$ cat src/hw/rtl/kfc_pkg.sv
package kfc_pkg;

    localparam int KMER_LENGTH = 16;
    localparam int TABLE_BITS  = 16;
    localparam int COUNT_BITS  = 32;

    localparam int CODE_W      = 2 * KMER_LENGTH;
    localparam int FILL_W      = $clog2(KMER_LENGTH + 1);
    localparam int TABLE_DEPTH = 2 ** TABLE_BITS;

    localparam logic [COUNT_BITS-1:0] COUNT_MAX = '1;

    localparam logic [1:0] MODE_FEED  = 2'd0;
    localparam logic [1:0] MODE_READ  = 2'd1;
    localparam logic [1:0] MODE_CLEAR = 2'd2;

    typedef struct packed {
        logic [1:0]  mode;
        logic [7:0]  data_byte;
        logic [15:0] read_index;
    } in_word_t;

    typedef struct packed {
        logic [31:0] count;
        logic [15:0] count_index;
    } out_word_t;

    typedef struct packed {
        logic       shift;
        logic       use_input;
        logic [1:0] base_sel;
        logic       load_byte;
        logic       issue_read;
        logic       clr_window;
        logic       clr_start;
        logic       clr_write;
    } ctrl_cmd_t;

    typedef struct packed {
        logic read_ok;
        logic clr_last;
    } dp_status_t;

endpackage

$ cat src/hw/rtl/kfc_ctrl.sv
module kfc_ctrl (
    input  logic                  aclk,
    input  logic                  aresetn,
    input  logic                  s_valid,
    output logic                  s_ready,
    input  logic [1:0]            s_mode,
    input  kfc_pkg::dp_status_t   stat,
    output kfc_pkg::ctrl_cmd_t    cmd
);

    typedef enum logic [1:0] {
        ST_CLEAR,
        ST_IDLE,
        ST_FEED
    } state_t;

    state_t     state_reg, state_next;
    logic [1:0] base_cnt_reg, base_cnt_next;
    logic       accept;

    assign s_ready = (state_reg == ST_IDLE)
                     && ((s_mode != kfc_pkg::MODE_READ) || stat.read_ok);
    assign accept  = s_valid && s_ready;

    always_comb begin
        state_next    = state_reg;
        base_cnt_next = base_cnt_reg;
        cmd           = '0;
        case (state_reg)
            ST_IDLE: begin
                if (accept) begin
                    case (s_mode)
                        kfc_pkg::MODE_FEED: begin
                            cmd.shift     = 1'b1;
                            cmd.use_input = 1'b1;
                            cmd.base_sel  = 2'd0;
                            cmd.load_byte = 1'b1;
                            base_cnt_next = 2'd1;
                            state_next    = ST_FEED;
                        end
                        kfc_pkg::MODE_READ: begin
                            cmd.issue_read = 1'b1;
                        end
                        kfc_pkg::MODE_CLEAR: begin
                            cmd.clr_window = 1'b1;
                            cmd.clr_start  = 1'b1;
                            state_next     = ST_CLEAR;
                        end
                        default: begin
                        end
                    endcase
                end
            end
            ST_FEED: begin
                cmd.shift     = 1'b1;
                cmd.base_sel  = base_cnt_reg;
                base_cnt_next = base_cnt_reg + 2'd1;
                if (base_cnt_reg == 2'd3) begin
                    state_next = ST_IDLE;
                end
            end
            ST_CLEAR: begin
                cmd.clr_write = 1'b1;
                if (stat.clr_last) begin
                    state_next = ST_IDLE;
                end
            end
            default: begin
                state_next = ST_IDLE;
            end
        endcase
    end

    always_ff @(posedge aclk) begin
        if (!aresetn) begin
            state_reg    <= ST_CLEAR;
            base_cnt_reg <= 2'd0;
        end else begin
            state_reg    <= state_next;
            base_cnt_reg <= base_cnt_next;
        end
    end

endmodule

$ cat config.mk
export PLATFORM = sky130hd
export DESIGN_NAME = kfc_ctrl
export DESIGN_NICKNAME = d
export VERILOG_FILES = /design/src/hw/rtl/kfc_pkg.sv /design/src/hw/rtl/kfc_ctrl.sv
export SDC_FILE = /design/constraint.sdc
export NUM_CORES = 1
export LEC_CHECK = 0
export ABC_CLOCK_PERIOD_IN_PS = 1300
export BUFFER_PORTS_ARGS = -buffer_cell sky130_fd_sc_hd__clkbuf_2
export CAP_MARGIN = 20
export CORE_AREA = 2 2 39 41
export DETAILED_ROUTE_END_ITERATION = 6
export DIE_AREA = 0 0 41 43
export PLACE_DENSITY = 0.49
export SLEW_MARGIN = 20
export SYNTH_ARGS = -nofsm -noshare
export SYNTH_HDL_FRONTEND = slang
export SYNTH_SLANG_ARGS = --single-unit
$ cat constraint.sdc
create_clock -name aclk -period 1.3 [get_ports aclk]
set_input_delay 0.065 -clock aclk [delete_from_list [all_inputs] [get_ports aclk]]
set_output_delay 0.065 -clock aclk [all_outputs]
set_load 0.02 [all_outputs]
### Word level (Yosys, flattened, before mapping)

Index checks and enable logic that the tools add are counted.

* $add $sub $neg: 1
* muxes and demuxes: 17
* equal/unequal tests: 11
* reduce and logical (&&, ||, !) cells: 8

Operators with widths (count)
* $mux W2: 6
* $pmux W2 S2: 3
* $mux W8: 1
* $eq A2 B2 Y1 const B: 3
* $ne A2 B2 Y1 const B: 3
* $pmux W2 S3: 1
* $mux W5: 1
* $eq A2 B1 Y1 const B: 2
* $logic_not A2 Y1: 2
* $mux W4: 1
* $ne A2 B1 Y1 const B: 2
* $reduce_and A4 Y1: 1
* $mux W1: 3
* $ne A3 B1 Y1 const B: 1
* $reduce_and A3 Y1: 1
* $add A2 B1 Y2 const B: 1
* $logic_and A1 B1 Y1: 2
* $pmux W1 S2: 1
* $reduce_bool A2 Y1: 1
* $logic_or A1 B1 Y1: 1

* logic and storage cells: 39
* input bits: 7
* output and inout port bits: 10
* register bits after elaboration: 4

### Longest topological paths before layout

* word-level depth: 6
* mapped depth: 6
* mapped depth without buffers: 6

### Worst setup path after synthesis

No wires, ideal clock.

* path type: register to register
* from: reg state_reg[1]
* to: reg base_cnt_reg[1]
* path slack: -0.167 ns
* cell stages (with the launch flop): 7
* setup time: 0.116 ns
* data required time: 1.184 ns
* period minus slack after synthesis: 1.467 ns
* arrival: 1.351 ns
* path buffers: 0
* path through: dfxtp_1 inv_1 ha_1 or3b_4 clkinv_2 nor4_1 a41o_1

* word-level cells in the longest chain between the ends: 5
* elaborated cells on any way between the ends: 9
* those cells by class: eq/ne (4); mux (1); reduce/logical (4)

RTL lines
* start, declared: line kfc_ctrl.sv:17 `state_t state_reg, state_next;`
* start signal, assigned: line kfc_ctrl.sv:79 `state_reg <= state_next;`
* $eq A2 B1 Y1: line kfc_ctrl.sv:21, kfc_ctrl.sv:29
* $logic_and A1 B1 Y1: line kfc_ctrl.sv:22 `&& ((s_mode != kfc_pkg::MODE_READ) || stat.read_ok);`
* $logic_and A1 B1 Y1: line kfc_ctrl.sv:23 `assign accept = s_valid && s_ready;`
* $ne A2 B2 Y1 (no line)
* $reduce_and A3 Y1 (no line)
* end signal, assigned: line kfc_ctrl.sv:80 `base_cnt_reg <= base_cnt_next;`
* end, declared: line kfc_ctrl.sv:18 `logic [1:0] base_cnt_reg, base_cnt_next;`

Parallel ways exist; a longest one is shown, timed or not.
A chain may end at the register's enable or synchronous reset.

==> qor.yml <==
clock_network:
  root_buffer: "clkbuf_4"
  clockBufferDepth: 2
  clock-sinks: 4
  cts_tree: "done"
  clk_pin_slew_worst_paths_ps: 40
  cts_buffers: 3
  cts_hold_buf: 0
  htree_levels: 1
  clk_latency_ps: 230
status:
  violations: "setup timing"
  status: "finished, violations left"
logic_synthesis:
  synth_enable_flop_cells: 0
  syn_avg_cell_area_um2: 8.598
  synth_xor_area_share_pct: 0
  synth_top_cells_by_count: "4 x dfxtp_1, 4 x ha_1, 3 x inv_1, 3 x nor2b_1"
  synth_top_family_by_area: "simple AND/OR/NAND/NOR gates"
  syn_area_um2: 335.3
  synthArstFlopShare_pct: 0
  synthTopCellsByArea: "dfxtp_1 24%, ha_1 15%, nor2b_1 5.6%"
  syn-instance-count: 39
  synth_ff_type: "dfxtp_1"
  yosys.area_share.simple_pct: 26.87
  yosys.area_share.adder_pct: 14.93
  synth_nets: 50
  muxShareOfSynthArea_pct: 0
  ys_types: 24
  synth.top_cell.area_share_pct: 23.88
  ys_seq_area_share_pct: 23.88
  synth_compound_gate_area_share_pct: 22.76
  yosysTopAreaCell: "dfxtp_1"
  ys_warn_count: 0
  ys_ff_latch: 4
worst_setup_path:
  critical_path_required_ps: 1240
  end_kind: "primary output"
  r2r_cells: 7
  crit_arrival_ps: 1460
  worstSetupPathType: "reg2out"
  cp_max_fo: 4
  cp-start-kind: "flop"
global_route:
  track_usage_pct: 12.75
  grt_pass1_vias: 386
  antenna_found_initial: 0
  grt_first_pass_wirelength_mm: 1.559
  grt_start_max_net_pins: 7
  grt.overflow.total: 0
cells_and_area:
  syn_to_final_growth_pct: 121.3
  design_area_um2: 742.0
  antenna_cells: 0
  nets: 82
  final_layout_size_suffix_gt1_share_pct: 81.16
pwr:
  p_seq_share_pct: 25.2
  p_int_w: 0.0004036
  p_comb_share_pct: 49.8
  powerDensity_nw_per_um2: 835.0
  switching_power_w: 0.0002160
  power_leakage_nw: 0.3416
  sw_frac_of_total_pct: 34.86
  ir_drop_uv: 507.2
  p_clk_share_pct: 25.1
  total_power_w: 0.0006196
drt:
  drc: 0
  first_pass_iters: 3
  routedWlPerCell_um: 12.66
  detail-route-antenna-nets: 0
  finalWirelength_mm: 1.076
  vias: 397
  drtIter0Drc: 4
  viasPerCell: 4.671
sta:
  slew_headroom_pct: 81.47
  rsz0062_at_grt: "true"
  finalSetupViolations: 11
  max_freq_mhz: 654.7
  min_period_ps: 1527
  finalHoldViolations: 0
  timing.final.crit_share_pct: 117.5
  worst_clock_skew_ps: 3.626
  worst_slew_pin_slew_ps: 275.0
  setup_ws_ps: -227.3
  maxSlewViolCount: 0
placement:
  routabilityCongestion: 0.7878
  dp_hpwl_um: 637.8
  portBuffers: 16
  placed_area_um2: 462.9
worst_hold_path:
  hold_depth: 3
  hold_class: "in2reg"
die:
  die_h_um: 43
  dieArea_um2: 1763
  die_w_um: 41
  core_um2: 1384
  rows: 14
  initial_utilization_pct: 24.23
  io_pins: 17
job:
  max_cap_viol_count: 0
## timing repair
item / CTS / global route
resized for setup: 11 / 39
gates cloned: 0 / 0
setup buffers: 4 / 6
endpoints found under the setup margin: 12 / 13
pin swaps: 2 / 3
## metrics by stage
step	hold slack, ps	TNS, ps	setup WS, ps	util [%]	std cells
after floorplan	194.0	-55.75	-55.75	-	39
after global placement	371.8	-127.1	-66.78	33.45	72
after detailed placement	368.1	-113.2	-47.35	33.45	72
after CTS	110.4	-1027	-234.6	40.51	79
after global routing	171.0	-2052	-279.9	53.62	85
final	167.9	-1458	-227.3	53.62	85
## layer usage
layer	wire length, um	track usage (%)	up-vias
met5	0	0	-
met2	600	19.38	7
met1	436	16.72	189
met3	38	3.665	0
li1	-	-	201
met4	0	4.000	0
## logic make-up after synthesis
group	Yosys count
and+or+nand+nor	13
AOI/OAI and AO/OA	10
buffers and inverters	8
adders and majority gates	4
DFF	4
## worst max-delay path, cell delays in order, from the launching register on
cell and delay (ps):
dfxtp_4 380, ha_4 140, or3b_4 390, clkinv_4 70
o21a_1 110, clkbuf_8 140
## power by group through the flow
| stage | Sequential [W] | Clock [W] | Combinational [W] |
|---|---|---|---|
| 2_1_floorplan | 0.000147 | 0 | 0.000128 |
| 3_3_place_gp | 0.000149 | 0 | 0.000180 |
| 3_5_place_dp | 0.000150 | 0 | 0.000176 |
| 4_1_cts | 0.000148 | 0.000165 | 0.000196 |
| 5_1_grt | 0.000157 | 0.000172 | 0.000329 |
| 6_report | 0.000156 | 0.000155 | 0.000308 |
## layout make-up
cell class / count / area [um2]
clock buffers: 3 / 22.52
well taps: 16 / 20.02
fillers: 131 / 641.9
inverters: 6 / 27.53
repair buffers: 29 / 247.7
multi-input cells: 27 / 339.1
flip-flops and latches: 4 / 85.08
## worst paths after layout
check / slack, ps / start / endpoint
worst min-delay path: 170 / aresetn / base_cnt_reg[0]
worst max register to register: -210 / state_reg[0] / base_cnt_reg[1]
worst max-delay path: -230 / state_reg[0] / cmd[8]
worst min register to register: 520 / state_reg[0] / state_reg[0]
## cells in the final DEF, fill, tap and decap left out, types with 2 or more instances in the layout
master | synthesis | final
and2_4 | 0 | 2
clkbuf_2 | 0 | 7
buf_6 | 0 | 8
clkinv_1 | 2 | 2
dfxtp_1 | 4 | 2
ha_4 | 0 | 2
buf_4 | 2 | 9
nor2b_4 | 0 | 2
clkbuf_8 | 0 | 2
clkbuf_4 | 0 | 4
inv_2 | 0 | 2
No activity file was read; power rests on OpenSTA's default activity.
